===== src/sv/psmd_pkg.sv =====
// ----------------------------------------------------------------------------
// PS/2 mouse packet decoder package
// Shared types, codes and sizes of the mouse packet decoder.
// ----------------------------------------------------------------------------
`default_nettype none

package psmd_pkg;

	localparam int unsigned QueueDepthDefault = 2;

	localparam int unsigned AuxBit   = 5;
	localparam int unsigned SyncBit  = 3;
	localparam int unsigned XOvflBit = 6;
	localparam int unsigned YOvflBit = 7;
	localparam logic [7:0]  WheelNibbleMask = 8'h0F;

	typedef enum logic [1:0] {
		MT_STANDARD = 2'd0,
		MT_WHEEL    = 2'd1,
		MT_FIVE_BTN = 2'd2,
		MT_UNUSED   = 2'd3
	} mouse_type_t;

	typedef enum logic [1:0] {
		PH_HEADER = 2'd0,
		PH_X      = 2'd1,
		PH_Y      = 2'd2,
		PH_WHEEL  = 2'd3
	} phase_t;

	typedef enum logic [1:0] {
		EV_PRESS   = 2'd0,
		EV_RELEASE = 2'd1,
		EV_MOVE    = 2'd2,
		EV_SCROLL  = 2'd3
	} event_kind_t;

	// Event mask bits: press 1..3, release 1..3, move, scroll.
	typedef struct packed {
		logic        scroll;
		logic        move;
		logic [2:0]  release_btn;
		logic [2:0]  press_btn;
	} event_mask_t;

	typedef struct packed {
		event_mask_t       mask;
		logic [7:0]        delta_x;
		logic [8:0]        delta_y;
		logic [7:0]        scroll_amount;
	} packet_desc_t;

endpackage : psmd_pkg

`default_nettype wire


===== src/sv/psmd_ifs.sv =====
// ----------------------------------------------------------------------------
// PS/2 mouse packet decoder channels
// Valid/ready channels for received bytes and for decoded events.
// ----------------------------------------------------------------------------
`default_nettype none

interface psmd_in_if;
	logic       valid;
	logic       ready;
	logic [7:0] ctrl_status;
	logic [7:0] rx_byte;

	modport source (output valid, output ctrl_status, output rx_byte, input ready);
	modport sink (input valid, input ctrl_status, input rx_byte, output ready);
endinterface : psmd_in_if

interface psmd_out_if;
	logic              valid;
	logic              ready;
	logic [1:0]        event_kind;
	logic [1:0]        button_number;
	logic signed [7:0] delta_x;
	logic signed [8:0] delta_y;
	logic signed [7:0] scroll_amount;
	logic              last_event;

	modport source (output valid, output event_kind, output button_number,
		output delta_x, output delta_y, output scroll_amount, output last_event,
		input ready);
	modport sink (input valid, input event_kind, input button_number,
		input delta_x, input delta_y, input scroll_amount, input last_event,
		output ready);
endinterface : psmd_out_if

`default_nettype wire


===== src/sv/psmd_front.sv =====
// ----------------------------------------------------------------------------
// PS/2 mouse packet decoder front end
// Accepts status and data bytes, assembles packets and queues a descriptor
// of the events that each completed packet causes, if it causes any.
// ----------------------------------------------------------------------------
`default_nettype none

module psmd_front (
	input  wire                      clk,
	input  wire                      arst_n,
	input  wire                      cfg_we,
	input  wire [1:0]                cfg_wdata,
	psmd_in_if.sink                  pkt_in,
	input  wire                      queue_full,
	output logic                     push,
	output psmd_pkg::packet_desc_t   push_desc
);

	psmd_pkg::mouse_type_t mouse_type_q;
	psmd_pkg::phase_t      phase_q, phase_nx;
	logic [7:0]            header_q, header_nx;
	logic [7:0]            prev_header_q, prev_header_nx;
	logic [7:0]            motion_x_q, motion_x_nx;
	logic [7:0]            motion_y_q, motion_y_nx;
	logic [7:0]            wheel_q, wheel_nx;
	logic                  accept;
	logic                  aux;
	logic                  done;

	assign pkt_in.ready = !queue_full;
	assign aux          = pkt_in.ctrl_status[psmd_pkg::AuxBit];
	assign accept       = pkt_in.valid && pkt_in.ready && aux;

	always_comb begin
		phase_nx = phase_q;
		case (phase_q)
			psmd_pkg::PH_HEADER: begin
				if (pkt_in.rx_byte[psmd_pkg::SyncBit]) begin
					phase_nx = psmd_pkg::PH_X;
				end
			end
			psmd_pkg::PH_X: phase_nx = psmd_pkg::PH_Y;
			psmd_pkg::PH_Y: begin
				phase_nx = (mouse_type_q != psmd_pkg::MT_STANDARD) ?
					psmd_pkg::PH_WHEEL : psmd_pkg::PH_HEADER;
			end
			default: phase_nx = psmd_pkg::PH_HEADER;
		endcase
	end

	always_comb begin
		header_nx      = header_q;
		prev_header_nx = prev_header_q;
		motion_x_nx    = motion_x_q;
		motion_y_nx    = motion_y_q;
		wheel_nx       = wheel_q;
		case (phase_q)
			psmd_pkg::PH_HEADER: begin
				prev_header_nx = header_q;
				if (pkt_in.rx_byte[psmd_pkg::SyncBit]) begin
					header_nx = pkt_in.rx_byte;
				end
			end
			psmd_pkg::PH_X: begin
				motion_x_nx = header_q[psmd_pkg::XOvflBit] ? 8'd0 : pkt_in.rx_byte;
			end
			psmd_pkg::PH_Y: begin
				motion_y_nx = header_q[psmd_pkg::YOvflBit] ? 8'd0 : pkt_in.rx_byte;
			end
			default: begin
				case (mouse_type_q)
					psmd_pkg::MT_WHEEL:    wheel_nx = pkt_in.rx_byte;
					psmd_pkg::MT_FIVE_BTN: wheel_nx = pkt_in.rx_byte & psmd_pkg::WheelNibbleMask;
					default:               wheel_nx = wheel_q;
				endcase
			end
		endcase
	end

	always_comb begin
		done = (phase_nx == psmd_pkg::PH_HEADER) &&
			((phase_q == psmd_pkg::PH_Y) || (phase_q == psmd_pkg::PH_WHEEL));
		push_desc.mask.press_btn   = ~prev_header_nx[2:0] & header_nx[2:0];
		push_desc.mask.release_btn = prev_header_nx[2:0] & ~header_nx[2:0];
		push_desc.mask.move        = (motion_x_nx != 8'd0) || (motion_y_nx != 8'd0);
		push_desc.mask.scroll      = (wheel_nx != 8'd0);
		push_desc.delta_x          = motion_x_nx;
		push_desc.delta_y          = 9'(-{motion_y_nx[7], motion_y_nx});
		push_desc.scroll_amount    = wheel_nx;
		push = accept && done && (push_desc.mask != '0);
	end

	always_ff @(posedge clk or negedge arst_n) begin
		if (!arst_n) begin
			mouse_type_q  <= psmd_pkg::MT_STANDARD;
			phase_q       <= psmd_pkg::PH_HEADER;
			header_q      <= 8'd0;
			prev_header_q <= 8'd0;
			motion_x_q    <= 8'd0;
			motion_y_q    <= 8'd0;
			wheel_q       <= 8'd0;
		end else begin
			if (cfg_we) begin
				mouse_type_q <= psmd_pkg::mouse_type_t'(cfg_wdata);
			end
			if (accept) begin
				phase_q       <= phase_nx;
				header_q      <= header_nx;
				prev_header_q <= prev_header_nx;
				motion_x_q    <= motion_x_nx;
				motion_y_q    <= motion_y_nx;
				wheel_q       <= wheel_nx;
			end
		end
	end

endmodule : psmd_front

`default_nettype wire


===== src/sv/psmd_queue.sv =====
// ----------------------------------------------------------------------------
// PS/2 mouse packet decoder descriptor queue
// A short first-in first-out queue of packet descriptors between the front
// and back ends.
// ----------------------------------------------------------------------------
`default_nettype none

module psmd_queue #(
	parameter int unsigned Depth = psmd_pkg::QueueDepthDefault
) (
	input  wire                      clk,
	input  wire                      arst_n,
	input  wire                      push,
	input  psmd_pkg::packet_desc_t   push_desc,
	output logic                     full,
	input  wire                      pop,
	output psmd_pkg::packet_desc_t   pop_desc,
	output logic                     empty
);

	localparam int unsigned PtrW = (Depth > 1) ? $clog2(Depth) : 1;
	localparam int unsigned CntW = $clog2(Depth + 1);
	localparam logic [PtrW-1:0] LastPtr = PtrW'(Depth - 1);
	localparam logic [CntW-1:0] FullCnt = CntW'(Depth);

	psmd_pkg::packet_desc_t slot_q [Depth];
	logic [PtrW-1:0]        wr_ptr_q;
	logic [PtrW-1:0]        rd_ptr_q;
	logic [CntW-1:0]        count_q;
	logic                   do_push;
	logic                   do_pop;

	assign full     = (count_q == FullCnt);
	assign empty    = (count_q == '0);
	assign do_push  = push && !full;
	assign do_pop   = pop && !empty;
	assign pop_desc = slot_q[rd_ptr_q];

	always_ff @(posedge clk) begin
		if (do_push) begin
			slot_q[wr_ptr_q] <= push_desc;
		end
	end

	always_ff @(posedge clk or negedge arst_n) begin
		if (!arst_n) begin
			wr_ptr_q <= '0;
			rd_ptr_q <= '0;
			count_q  <= '0;
		end else begin
			if (do_push) begin
				wr_ptr_q <= (wr_ptr_q == LastPtr) ? '0 : wr_ptr_q + 1'b1;
			end
			if (do_pop) begin
				rd_ptr_q <= (rd_ptr_q == LastPtr) ? '0 : rd_ptr_q + 1'b1;
			end
			if (do_push && !do_pop) begin
				count_q <= count_q + 1'b1;
			end else if (do_pop && !do_push) begin
				count_q <= count_q - 1'b1;
			end
		end
	end

endmodule : psmd_queue

`default_nettype wire


===== src/sv/psmd_back.sv =====
// ----------------------------------------------------------------------------
// PS/2 mouse packet decoder back end
// Takes packet descriptors from the queue and sends their events one beat
// at a time through an output register.
// ----------------------------------------------------------------------------
`default_nettype none

module psmd_back (
	input  wire                      clk,
	input  wire                      arst_n,
	input  wire                      queue_empty,
	input  psmd_pkg::packet_desc_t   pop_desc,
	output logic                     pop,
	psmd_out_if.source               evt_out
);

	logic [7:0]  mask_q;
	logic [7:0]  dx_q;
	logic [8:0]  dy_q;
	logic [7:0]  sc_q;
	logic        out_valid_q;
	logic [1:0]  kind_q;
	logic [1:0]  button_q;
	logic [7:0]  out_dx_q;
	logic [8:0]  out_dy_q;
	logic [7:0]  out_sc_q;
	logic        last_q;

	logic [7:0]  sel;
	logic [7:0]  rest;
	logic        emit;
	psmd_pkg::event_kind_t kind;
	logic [1:0]  button;

	assign sel  = mask_q & (~mask_q + 8'd1);
	assign rest = mask_q & ~sel;
	assign emit = (mask_q != 8'd0) && (!out_valid_q || evt_out.ready);
	assign pop  = (mask_q == 8'd0) && !queue_empty;

	always_comb begin
		case (sel)
			8'b0000_0001: begin kind = psmd_pkg::EV_PRESS;   button = 2'd1; end
			8'b0000_0010: begin kind = psmd_pkg::EV_PRESS;   button = 2'd2; end
			8'b0000_0100: begin kind = psmd_pkg::EV_PRESS;   button = 2'd3; end
			8'b0000_1000: begin kind = psmd_pkg::EV_RELEASE; button = 2'd1; end
			8'b0001_0000: begin kind = psmd_pkg::EV_RELEASE; button = 2'd2; end
			8'b0010_0000: begin kind = psmd_pkg::EV_RELEASE; button = 2'd3; end
			8'b0100_0000: begin kind = psmd_pkg::EV_MOVE;    button = 2'd0; end
			default:      begin kind = psmd_pkg::EV_SCROLL;  button = 2'd0; end
		endcase
	end

	always_ff @(posedge clk or negedge arst_n) begin
		if (!arst_n) begin
			mask_q      <= 8'd0;
			out_valid_q <= 1'b0;
		end else begin
			if (pop) begin
				mask_q <= pop_desc.mask;
			end else if (emit) begin
				mask_q <= rest;
			end
			if (emit) begin
				out_valid_q <= 1'b1;
			end else if (evt_out.ready) begin
				out_valid_q <= 1'b0;
			end
		end
	end

	always_ff @(posedge clk) begin
		if (pop) begin
			dx_q <= pop_desc.delta_x;
			dy_q <= pop_desc.delta_y;
			sc_q <= pop_desc.scroll_amount;
		end
		if (emit) begin
			kind_q   <= kind;
			button_q <= button;
			out_dx_q <= (kind == psmd_pkg::EV_MOVE) ? dx_q : 8'd0;
			out_dy_q <= (kind == psmd_pkg::EV_MOVE) ? dy_q : 9'd0;
			out_sc_q <= (kind == psmd_pkg::EV_SCROLL) ? sc_q : 8'd0;
			last_q   <= (rest == 8'd0);
		end
	end

	assign evt_out.valid         = out_valid_q;
	assign evt_out.event_kind    = kind_q;
	assign evt_out.button_number = button_q;
	assign evt_out.delta_x       = out_dx_q;
	assign evt_out.delta_y       = out_dy_q;
	assign evt_out.scroll_amount = out_sc_q;
	assign evt_out.last_event    = last_q;

endmodule : psmd_back

`default_nettype wire


===== src/sv/ps2_mouse_packet_decoder_unit.sv =====
// Events pass from the queue through the back end's mask register into the output register.
// Throughput: one byte per cycle while the descriptor queue has room; the back end sends
// one event per cycle unless evt_out stalls, and loads a descriptor once the previous is sent.
// The queue depth, QueueDepth packets, sets how far the front end may run ahead.
// Reset clears the packet state, the queue, the output valid flag and mouse_type (standard).
// ----------------------------------------------------------------------------
// PS/2 mouse packet decoder
// Assembles 3-byte and 4-byte mouse packets and reports button, motion and
// wheel events.
// ----------------------------------------------------------------------------
`default_nettype none

module ps2_mouse_packet_decoder_unit #(
	parameter int unsigned QueueDepth = psmd_pkg::QueueDepthDefault
) (
	input  wire         clk,
	input  wire         arst_n,
	input  wire         cfg_we,
	input  wire  [1:0]  cfg_wdata,
	psmd_in_if.sink     pkt_in,
	psmd_out_if.source  evt_out
);

	logic                   push;
	logic                   pop;
	logic                   queue_full;
	logic                   queue_empty;
	psmd_pkg::packet_desc_t push_desc;
	psmd_pkg::packet_desc_t pop_desc;

	psmd_front u_front (
		.clk        (clk),
		.arst_n     (arst_n),
		.cfg_we     (cfg_we),
		.cfg_wdata  (cfg_wdata),
		.pkt_in     (pkt_in),
		.queue_full (queue_full),
		.push       (push),
		.push_desc  (push_desc)
	);

	psmd_queue #(
		.Depth (QueueDepth)
	) u_queue (
		.clk       (clk),
		.arst_n    (arst_n),
		.push      (push),
		.push_desc (push_desc),
		.full      (queue_full),
		.pop       (pop),
		.pop_desc  (pop_desc),
		.empty     (queue_empty)
	);

	psmd_back u_back (
		.clk         (clk),
		.arst_n      (arst_n),
		.queue_empty (queue_empty),
		.pop_desc    (pop_desc),
		.pop         (pop),
		.evt_out     (evt_out)
	);

endmodule : ps2_mouse_packet_decoder_unit

`default_nettype wire

===== src/flat_wrapper.sv =====
// flat-port wrapper written by rule: the top's interface ports become plain ports
module ps2_mouse_packet_decoder_unit_flat 
#(
	parameter int unsigned QueueDepth = psmd_pkg::QueueDepthDefault
)
  (clk, arst_n, cfg_we, cfg_wdata, pkt_in_valid, pkt_in_ctrl_status, pkt_in_rx_byte, pkt_in_ready, evt_out_valid, evt_out_event_kind, evt_out_button_number, evt_out_delta_x, evt_out_delta_y, evt_out_scroll_amount, evt_out_last_event, evt_out_ready);
  psmd_in_if pkt_in_i ();
  psmd_out_if evt_out_i ();
  input  wire clk;
  input  wire arst_n;
  input  wire cfg_we;
  input  wire  [1:0] cfg_wdata;
  input wire logic [$bits(pkt_in_i.valid)-1:0] pkt_in_valid;
  input wire logic [$bits(pkt_in_i.ctrl_status)-1:0] pkt_in_ctrl_status;
  input wire logic [$bits(pkt_in_i.rx_byte)-1:0] pkt_in_rx_byte;
  output wire logic [$bits(pkt_in_i.ready)-1:0] pkt_in_ready;
  output wire logic [$bits(evt_out_i.valid)-1:0] evt_out_valid;
  output wire logic [$bits(evt_out_i.event_kind)-1:0] evt_out_event_kind;
  output wire logic [$bits(evt_out_i.button_number)-1:0] evt_out_button_number;
  output wire logic [$bits(evt_out_i.delta_x)-1:0] evt_out_delta_x;
  output wire logic [$bits(evt_out_i.delta_y)-1:0] evt_out_delta_y;
  output wire logic [$bits(evt_out_i.scroll_amount)-1:0] evt_out_scroll_amount;
  output wire logic [$bits(evt_out_i.last_event)-1:0] evt_out_last_event;
  input wire logic [$bits(evt_out_i.ready)-1:0] evt_out_ready;
  assign pkt_in_i.valid = pkt_in_valid;
  assign pkt_in_i.ctrl_status = pkt_in_ctrl_status;
  assign pkt_in_i.rx_byte = pkt_in_rx_byte;
  assign pkt_in_ready = pkt_in_i.ready;
  assign evt_out_valid = evt_out_i.valid;
  assign evt_out_event_kind = evt_out_i.event_kind;
  assign evt_out_button_number = evt_out_i.button_number;
  assign evt_out_delta_x = evt_out_i.delta_x;
  assign evt_out_delta_y = evt_out_i.delta_y;
  assign evt_out_scroll_amount = evt_out_i.scroll_amount;
  assign evt_out_last_event = evt_out_i.last_event;
  assign evt_out_i.ready = evt_out_ready;
  ps2_mouse_packet_decoder_unit #(.QueueDepth(QueueDepth)) u_core (.clk(clk), .arst_n(arst_n), .cfg_we(cfg_we), .cfg_wdata(cfg_wdata), .pkt_in(pkt_in_i), .evt_out(evt_out_i));
endmodule

===== config.mk =====
export PLATFORM = sky130hd
export DESIGN_NAME = ps2_mouse_packet_decoder_unit_flat
export DESIGN_NICKNAME = d
export VERILOG_FILES = /design/src/sv/psmd_pkg.sv /design/src/sv/psmd_ifs.sv /design/src/sv/psmd_front.sv /design/src/sv/psmd_queue.sv /design/src/sv/psmd_back.sv /design/src/sv/ps2_mouse_packet_decoder_unit.sv /design/src/flat_wrapper.sv
export SDC_FILE = /design/constraint.sdc
export NUM_CORES = 1
export LEC_CHECK = 0
export ABC_AREA = 0
export BUFFER_PORTS_ARGS = -buffer_cell sky130_fd_sc_hd__buf_2
export CAP_MARGIN = 20
export CORE_ASPECT_RATIO = 1.1
export CORE_MARGIN = 5
export CORE_UTILIZATION = 40
export CTS_CLUSTER_DIAMETER = 30
export DETAILED_ROUTE_END_ITERATION = 10
export PLACE_DENSITY = 0.56
export SYNTH_ARGS = -nofsm -noshare
export SYNTH_HDL_FRONTEND = slang
export SYNTH_SLANG_ARGS = --single-unit

===== constraint.sdc =====
create_clock -name clk -period 4.9 [get_ports clk]
set_input_delay 0.245 -clock clk [delete_from_list [all_inputs] [get_ports clk]]
set_output_delay 0.245 -clock clk [all_outputs]
set_load 0.005 [all_outputs]

### Yosys cells after proc, flatten, opt, wreduce, memory -nomap -nowiden

Memory sizes are Yosys's and may differ from the RTL's.
Index checks and enable logic that the tools add are counted.

* output and inout bits: 32
* word-level logic and storage cells: 116
* memories: 1
* bits of input ports: 23
* RAM bits: 66
* flip-flop bits (word level): 107

Memory list
* u_core.u_queue.slot_q: depth 2, bits a word 33, read ports 1, clocked after memory_dff 0, wr ports 1, line psmd_queue.sv:26 `psmd_pkg::packet_desc_t slot_q [Depth];`

* add/subtract/negate cells: 6
* bitwise gates (word level): 8
* reduce and logical (&&, ||, !) cells: 40
* equal/unequal tests: 15
* multiplexer cells: 24

Operators with widths (count)
* $mux W8: 7
* $reduce_bool A8 Y1: 5
* $pmux W2 S3: 3
* $and A8 B8 Y8: 2
* $logic_not A8 Y1: 2
* $not A8 Y8: 2
* $pmux W8 S2: 1
* $eq A2 B2 Y1 const B: 6
* $logic_and A1 B1 Y1: 11
* $mux W3: 3
* $neg A9 Y9: 1
* $reduce_or A3 Y1: 3
* $add A8 B1 Y8 const B: 1
* $eq A8 B1 Y1 const B: 1
* $eq A8 B2 Y1 const B: 1
* $eq A8 B3 Y1 const B: 1
* $eq A8 B4 Y1 const B: 1
* $eq A8 B5 Y1 const B: 1
* $eq A8 B6 Y1 const B: 1
* $eq A8 B7 Y1 const B: 1
* $mux W2: 4
* $reduce_bool A2 Y1: 4
* $and A3 B3 Y3: 2
* $logic_not A2 Y1: 3
* other kinds (10): 26

### Logic depth before layout (Yosys ltp)

Gate-level depths: netlist of run 1.

* depth in word-level cells: 12
* gate-level depth with buffers: 15
* mapped depth without buffers: 13

### Cells and area by module

Synthesis of run 1 repeated with hierarchy kept, for this count alone.

* cell total of the unflattened synthesis: 515
* area, all modules: 7453.4 µm²

Modules (own cells, without submodules)
* psmd_queue: times used 1, area each 2730.1 µm², cells each 122, sequential area each 2082.0 µm²
* psmd_back: times used 1, area each 2396.0 µm², cells each 142, sequential area each 1876.8 µm²
* psmd_front: times used 1, area each 2327.2 µm², cells each 251, sequential area each 900.9 µm²

### Worst setup path before layout of run 1

No wires, ideal clock.

* kind: reg2reg
* from: register u_core.u_front.phase_q[0]
* to: memory u_core.u_queue.slot_q[0][0] in the netlist's numbering, enable pin
* arrival time: 3.728 ns
* path buffers: 2
* data required time: 4.473 ns
* path slack: 0.745 ns
* period minus slack after synthesis: 4.155 ns
* library setup time: 0.427 ns
* cell stages (with the launch flop): 13
* cell sequence: dfrtp_1 -> clkbuf_1 -> nand2b_1 -> buf_2 -> nor3b_1 -> a21oi_1 -> ha_1 -> nor3b_1 -> a22oi_1 -> nand3b_1 -> nor4_1 -> a31oi_1 -> nor2b_1

* word-level cells in the longest chain between the ends: 9
* elaborated cells between the ends (all ways): 29
* those cells by class: 3 x eq/ne; 9 x mux; 4 x bitwise; 13 x reduce/logical

RTL lines
* from (decl): line psmd_front.sv:20 `psmd_pkg::phase_t phase_q, phase_nx;`
* from (signal assigned): line psmd_front.sv:96 `phase_q <= psmd_pkg::PH_HEADER;`
* from (signal assigned): line psmd_front.sv:107 `phase_q <= phase_nx;`
* $eq A2 B2 Y1 (tied with other cells): line psmd_front.sv:36, psmd_front.sv:57, psmd_front.sv:82
* $reduce_or A3 Y1 (no line) (tied with other cells)
* $mux W8 (tied with other cells): line psmd_front.sv:57 `case (phase_q)`
* $reduce_bool A8 Y1 (tied with other cells): line psmd_front.sv:86 `push_desc.mask.scroll = (wheel_nx != 8'd0);`
* $reduce_bool A8 Y1 or $logic_and A1 B1 Y1 (tied branches): line psmd_front.sv:90 `push = accept && done && (push_desc.mask != '0);`
* $logic_and A1 B1 Y1 *: line psmd_front.sv:90
* $logic_and A1 B1 Y1 *: line psmd_queue.sv:35 `assign do_push = push && !full;`
* net u_core.u_queue.do_push: line psmd_queue.sv:30 `logic do_push;`
* $mux W1 *: line psmd_queue.sv:40 `if (do_push) begin`
* $mux W1 (implied by the code) *: line psmd_queue.sv:41 `slot_q[wr_ptr_q] <= push_desc;`
* to (decl): line psmd_queue.sv:26

The timed path passes the listed nets; every way through them passes the cells marked *.

### Worst setup path in the final report of run 1

* from: register u_core.u_front.phase_q[0]
* to: memory u_core.u_queue.slot_q[1][12] in the netlist's numbering, enable pin

The elaborated chain is that of the path after synthesis.

==> results of run 1 <==
==> routing by layer <==
| layer | vias to the layer above | wire length, µm | GRT usage | part of all wire |
|---|---|---|---|---|
| met3 | 12 | 518 | 0.0361 | 0.043 |
| met1 | 1843 | 5940 | 0.180 | 0.49 |
| met5 | - | 0 | 0 | 0 |
| met4 | 0 | 137 | 0.0494 | 0.011 |
| met2 | 71 | 5530 | 0.186 | 0.46 |
| li1 | 1954 | - | - | - |
==> kinds of logic after synthesis <==
| group | count (synthesis) |
|---|---|
| buf+inv | 48 |
| compound gates | 83 |
| fa+ha+maj | 6 |
| xor+xnor | 11 |
| flops | 170 |
| simple gates | 142 |
| mux | 50 |
==> how the worst min path moves through the flow <==
stage                                                 end         start  depth (start not counted)  slack, ns
2_1_floorplan     u_core.u_back.evt_out.valid$_DFFE_PN0P_        arst_n                          0      -0.05
3_3_place_gp   u_core.u_front.mouse_type_q[1]$_DFFE_PN0P_  cfg_wdata[1]                          3       0.45
3_5_place_dp        u_core.u_queue.count_q[1]$_DFFE_PN0P_        arst_n                          1       0.19
4_1_cts        u_core.u_front.mouse_type_q[0]$_DFFE_PN0P_  cfg_wdata[0]                          3       0.01
5_1_grt        u_core.u_front.mouse_type_q[1]$_DFFE_PN0P_  cfg_wdata[1]                          3       0.05
6_report       u_core.u_front.mouse_type_q[0]$_DFFE_PN0P_  cfg_wdata[0]                          3       0.04
==> cells in the mapped netlist, types with 2 or more instances <==
master	number	area share
inv_1	28	0.015
nor2_1	22	0.012
dfrtp_1	49	0.17
ha_1	5	0.0089
mux2i_1	17	0.024
edfxtp_1	121	0.52
nand2_1	29	0.015
o21ai_0	32	0.023
nor2b_1	2	0.0018
nand2b_1	10	0.0089
nand3b_1	4	0.0043
nor4bb_1	13	0.018
o21ai_1	10	0.0071
buf_1	3	0.0016
xor2_1	7	0.0087
clkbuf_1	15	0.0080
mux2_2	33	0.053
nand4b_1	3	0.0037
and2_1	29	0.026
or3_1	2	0.0018
a21oi_1	27	0.019
xnor2_1	4	0.0050
o21bai_1	4	0.0043
nor3b_1	8	0.0085
nand3_1	9	0.0064
nor4_1	2	0.0018
nor3_1	3	0.0021
==> placed cells by master, fill, tap and decap left out, types with 3 or more instances in the layout <==
cell type / n
nand4b_1: 3
nor2_1: 22
nor4bb_1: 13
o21ai_1: 10
edfxtp_1: 121
dfrtp_1: 49
ha_1: 5
nor3b_1: 8
mux2i_1: 17
clkbuf_16: 17
nand3_1: 9
clkinvlp_4: 3
nand2b_1: 10
nand3b_1: 4
xor2_1: 7
buf_2: 47
a21oi_1: 27
and2_1: 29
buf_4: 4
clkbuf_1: 5
nand2_1: 29
inv_1: 28
xnor2_1: 4
clkinv_2: 4
o21bai_1: 4
o21ai_0: 32
mux2_2: 33
nor3_1: 3
==> power by group <==
group / leakage [µW] / internal [µW] / switching, µW
logic: 0.00115 / 644 / 923
registers: 0.00174 / 2170 / 220
clock network: 0.000254 / 707 / 510
total: 0.00314 / 3520 / 1650
==> flip-flops by register name (all words and copies together) (netlist names), 8 cells and up <==
| signal | cells |
|---|---|
| u_core.u_front.motion_y_q | 8 |
| u_core.u_back.mask_q | 8 |
| u_core.u_back.dx_q | 8 |
| u_core.u_front.wheel_q | 8 |
| u_core.u_front.motion_x_q | 8 |
| u_core.u_back.evt_out.scroll_amount | 8 |
| u_core.u_back.evt_out.delta_y | 9 |
| u_core.u_back.dy_q | 9 |
| u_core.u_queue.slot_q | 66 |
| u_core.u_back.evt_out.delta_x | 8 |
| u_core.u_back.sc_q | 8 |
==> cell type report <==
cell class,instances,area [µm²],area share
Inverter,28,105,0.0130
Timing Repair Buffer,54,323,0.0398
Clock inverter,9,76.3,0.00941
Tap cell,234,293,0.0361
Clock buffer,23,458,0.0565
Multi-Input combinational cell,292,1990,0.246
Sequential cell,170,4860,0.599
==> per-stage QoR <==
stage	instance area [µm²]	instances	utilization	hold WS [ns]	power, µW
2_1_floorplan	7040	510	-	-0.0506	3490
3_3_place_gp	7520	775	0.439	0.449	3910
3_5_place_dp	7540	776	0.440	0.187	3970
4_1_cts	8080	809	0.471	0.0144	5210
5_1_grt	8110	810	0.473	0.0468	5520
6_report	8110	810	0.473	0.0361	5180
==> worst min-delay path, cell delays in order <==
cell and delay (ns):
buf_2 0.08, nand2_1 0.04, o21ai_0 0.06
==> repair_timing <==
action                                 CTS  global route
endpoints found under the hold margin   13             0
hold buffers                             1             0
setup endpoints to repair                0             0
==> flow_summary.json, run 1 <==
{
  "final.setup.tns_ns": 0,
  "ys_seq_elements": 170,
  "gp_congestion": 0.778,
  "grt_pass1_wl_um": 20000,
  "finalSetupViolCount": 0,
  "via_per_inst": 4.79,
  "maxCapViolCount": 0,
  "dp_slack_ns": 0.964,
  "status": "complete, no violations",
  "vias": 3880,
  "hold_viol": 0,
  "grt_pass1_vias": 3920,
  "path_depth": 11,
  "slowest_stage": "dfrtp_1",
  "antenna_cells": 0,
  "r2r.worst_path.cells": 11,
  "ys.flop_type": "edfxtp_1",
  "synth_mux_area_frac": 0.0770,
  "layout.nets": 591,
  "synthAdderAreaFrac": 0.0103,
  "synthCells": 510,
  "syn_area_um2": 7040,
  "synthArstFlopShare": 0.288,
  "grt_overflow": 0,
  "regToRegSetupSlack_ns": 1.05,
  "arrival_ns": 3.98,
  "core-area_um2": 17100,
  "fp.dieW_um": 136,
  "cts_root_buffer": "clkbuf_16",
  "critPathTopFamily": "simple AND/OR/NAND/NOR gates",
  "dieArea_um2": 20300,
  "synth_edf_count": 121,
  "synth_compound_area_frac": 0.0645,
  "synth_warnings": 0,
  "critPathBufInv": 1,
  "wirelength_um": 12100,
  "drc": 0,
  "p_per_area_nw_per_um2": 638,
  "rows": 50,
  "postSynthAreaPerCell_um2": 13.8,
  "fin_crit_sh": 0.786,
  "synth_top_family_by_area": "simple AND/OR/NAND/NOR gates",
  "synth_nets": 538,
  "slowest_delay_ns": 0.69,
  "htreeDepth": 4,
  "grtUsageTotal": 0.127,
  "skew_ns": 0.00829,
  "setup_ws_ns": 1.05,
  "r2r-start": "u_core.u_front.phase_q[0]$_DFFE_PN0P_",
  "tightest_slew_ns": 0.882,
  "clk_pin_slew_ns": 0.06,
  "start_kind": "flip-flop",
  "cts_tree": "done",
  "ir_drop_v": 0.000241,
  "holdCritPathClass": "in -> reg",
  "ys_seq_area_frac": 0.691,
  "ctsResizeCount": 0,
  "ios": 55,
  "crit_chain": "nand2b_1 > nor3b_1 > a21oi_1 > ha_1 > nor3b_1 > a22oi_1 > nand3b_1 > nor4_1 > a31oi_1 > and2_1 > buf_4",
  "synthSimpleGateAreaFrac": 0.118,
  "numCtsBuffers": 17,
  "period_needed_ns": 3.85,
  "reg2reg_to": "u_core.u_queue.slot_q[1][12]$_DFFE_PP_",
  "synth_cell_types": 46,
  "worstPathMaxFanout": 33,
  "grt_max_degree": 55,
  "cts_setup_buffers": 0,
  "finalMaxSlewViolations": 0,
  "antenna_found_initial": 0,
  "area_delta_synth_final_pct": 15.2,
  "critPathCaptureType": "flip-flop",
  "n_fill_cell": 1589,
  "crit_path_end": "u_core.u_queue.slot_q[1][12]$_DFFE_PP_",
  "fmax_ghz": 0.260,
  "synth-xor-area-share": 0.0137,
  "power.leakage_uw": 0.00314,
  "clk-insertion-delay-late_ns": 0.42,
  "grt_setup_unrepaired": "no",
  "drive_gt1_frac": 0.200,
  "relSlewSlack": 0.412,
  "cp_common_cell": "nor3b_1",
  "worstSetupPathType": "reg -> reg",
  "drtIter0Drc": 379,
  "chipHeight_um": 149,
  "cts.path.max_buffers": 2,
  "dp_hpwl_um": 8290,
  "required_ns": 5.02,
  "cts_sinks": 170,
  "port_buffers": 47,
  "ant_nets": 0,
  "dr.pass1.iters": 6,
  "startpoint": "u_core.u_front.phase_q[0]$_DFFE_PN0P_",
  "wire_per_inst_um": 15.0,
  "start_util": 0.411
}
Power figures use the tool's default switching activity.
==> run 2: changes to the inputs <==
--- a/config.mk
+++ b/config.mk
@@ -13,7 +13,7 @@
 export CORE_UTILIZATION = 40
 export CTS_CLUSTER_DIAMETER = 30
 export DETAILED_ROUTE_END_ITERATION = 10
-export PLACE_DENSITY = 0.56
+export PLACE_DENSITY = 0.58
 export SYNTH_ARGS = -nofsm -noshare
 export SYNTH_HDL_FRONTEND = slang
 export SYNTH_SLANG_ARGS = --single-unit
==> constraint.sdc (replaced) <==
create_clock -name clk -period 3.5 [get_ports clk]
set_input_delay 0.175 -clock clk [delete_from_list [all_inputs] [get_ports clk]]
set_output_delay 0.175 -clock clk [all_outputs]
set_load 0.005 [all_outputs]
==> run 2 against run 1 <==
Against the previous run: worst setup slack got worse by 0.73 ns; first-iteration DRC count fell by 43%; design area up 3.9%; global-route usage is 0.28 points higher; combinational power rose by 55%; total power is 50% higher; non-clock buffer count increased by 22; maximum frequency up 21%.
==> flow_summary.json, run 2 (synthesized netlist as in run 1, its figures left out) <==
{
  "ctsResizeCount": 0,
  "final_cells": 832,
  "grt_pass1_vias": 4072,
  "layout_common_cells": "121 x edfxtp_1, 49 x dfrtp_1, 47 x buf_2",
  "cts.path.max_buffers": 2,
  "critPathTopFamily": "simple AND/OR/NAND/NOR gates",
  "rows": 50,
  "n_fill_cell": 1556,
  "use_met3": 0.0418,
  "via_per_inst": 4.80,
  "grt_max_degree": 54,
  "skew_ns": 0.00846,
  "fin_crit_sh": 0.910,
  "start_kind": "flip-flop",
  "min_path_cells": 2,
  "ir_drop_v": 0.000375,
  "chipHeight_um": 149,
  "worstSetupPathType": "reg -> reg",
  "antenna_cells": 0,
  "core-area_um2": 17100,
  "drtIter0Drc": 217,
  "hold_viol": 0,
  "dieArea_um2": 20300,
  "layout.nets": 613,
  "clk-insertion-delay-late_ns": 0.42,
  "dp_hpwl_um": 8400,
  "critPathBufInv": 1,
  "antenna_found_initial": 0,
  "holdCritPathClass": "in -> reg",
  "period_needed_ns": 3.18,
  "r2r.worst_path.cells": 11,
  "power.leakage_uw": 0.00332,
  "slowest_stage": "nor2b_4",
  "grt_overflow": 0,
  "relSlewSlack": 0.368,
  "fp.dieW_um": 136,
  "slowest_delay_ns": 0.81,
  "port_buffers": 47,
  "power_uw": 7750,
  "tightest_slew_ns": 0.946,
  "wire_per_inst_um": 14.7,
  "busiest_layer": "met2",
  "cts_tree": "done",
  "dpl.cell_count": 792,
  "crit_chain": "nand2b_1 > nor3b_1 > a21oi_1 > ha_1 > nor3b_1 > a22oi_1 > nand3b_1 > nor4_1 > buf_4 > a31oi_1 > nor2b_4",
  "critPathCaptureType": "flip-flop",
  "vias": 3993,
  "finalMaxSlewViolations": 0,
  "final.setup.tns_ns": 0,
  "setup_ws_ns": 0.315,
  "worstPathMaxFanout": 33,
  "holdWs_ns": 0.0640,
  "required_ns": 3.54,
  "grt_setup_unrepaired": "no",
  "clk_pin_slew_ns": 0.06,
  "grtUsageTotal": 0.130,
  "gp_congestion": 0.799,
  "numCtsBuffers": 17,
  "use_met2": 0.193,
  "arrival_ns": 3.23,
  "path_depth": 11,
  "ios": 55,
  "htreeDepth": 4,
  "dp_slack_ns": 0.294,
  "wirelength_um": 12200,
  "cts_sinks": 170,
  "dr.pass1.iters": 4,
  "finalSetupViolCount": 0,
  "largest_register": "u_core.u_queue.slot_q",
  "maxCapViolCount": 0,
  "grtUsageMet1": 0.177,
  "drive_gt1_frac": 0.231,
  "grt_pass1_wl_um": 20600,
  "cp_common_cell": "nor3b_1",
  "area_delta_synth_final_pct": 19.7,
  "status": "complete, no violations",
  "cts_root_buffer": "clkbuf_16",
  "fmax_ghz": 0.314,
  "drc": 0,
  "start_util": 0.411,
  "largest_register_ffs": 66,
  "layout_commonest_cell": "edfxtp_1",
  "p_per_area_nw_per_um2": 920,
  "ant_nets": 0
}
## run 2: power by group
group          switching [µW]  leakage (µW)  internal, µW
clock                     755      0.000321          1270
sequential                257       0.00174          3040
combinational            1370       0.00126          1060
total                    2380       0.00332          5360
## run 2: worst paths after layout
check / from / end / slack, ns
min in group asynchronous: arst_n / u_core.u_queue.wr_ptr_q$_DFFE_PN0P_ / 0.22
max in group asynchronous: arst_n / u_core.u_front.motion_y_q[2]$_DFFE_PN0P_ / 2.50
worst min-delay path: pkt_in_rx_byte[7] / u_core.u_front.header_q[7]$_DFFE_PN0P_ / 0.06
worst min register to register: u_core.u_front.motion_x_q[6]$_DFFE_PN0P_ / u_core.u_front.motion_x_q[6]$_DFFE_PN0P_ / 0.49
worst max register to register: u_core.u_front.phase_q[0]$_DFFE_PN0P_ / u_core.u_queue.slot_q[0][9]$_DFFE_PP_ / 0.32
worst max-delay path: u_core.u_front.phase_q[0]$_DFFE_PN0P_ / u_core.u_queue.slot_q[0][9]$_DFFE_PP_ / 0.32
## run 2: layer usage
| layer | wire (µm) | vias to the layer above |
|---|---|---|
| met5 | 0 | - |
| met4 | 255 | 0 |
| met3 | 597 | 18 |
| met2 | 5460 | 93 |
| met1 | 5900 | 1879 |
| li1 | - | 2003 |
## run 2: what timing repair did
| item | CTS | global route |
|---|---|---|
| setup buffers | 0 | 0 |
| hold buffers | 6 | 0 |
| hold endpoints to repair | 19 | 0 |
## run 2: final cells by class
class	instances	area, µm²	share of cell area
Clock buffer	17	425	0.0505
Timing Repair Buffer	76	520	0.0618
Multi-Input combinational cell	292	2000	0.237
Clock inverter	15	223	0.0264
Tap cell	234	293	0.0347
Inverter	28	105	0.0125
Sequential cell	170	4860	0.577
## run 2: through the flow
stage / area [µm²] / utilization
finish: 8430 / 0.492
global route: 8430 / 0.492
CTS: 8370 / 0.488
detailed placement: 7660 / 0.447
global placement: 7660 / 0.447
floorplan: 7040 / -
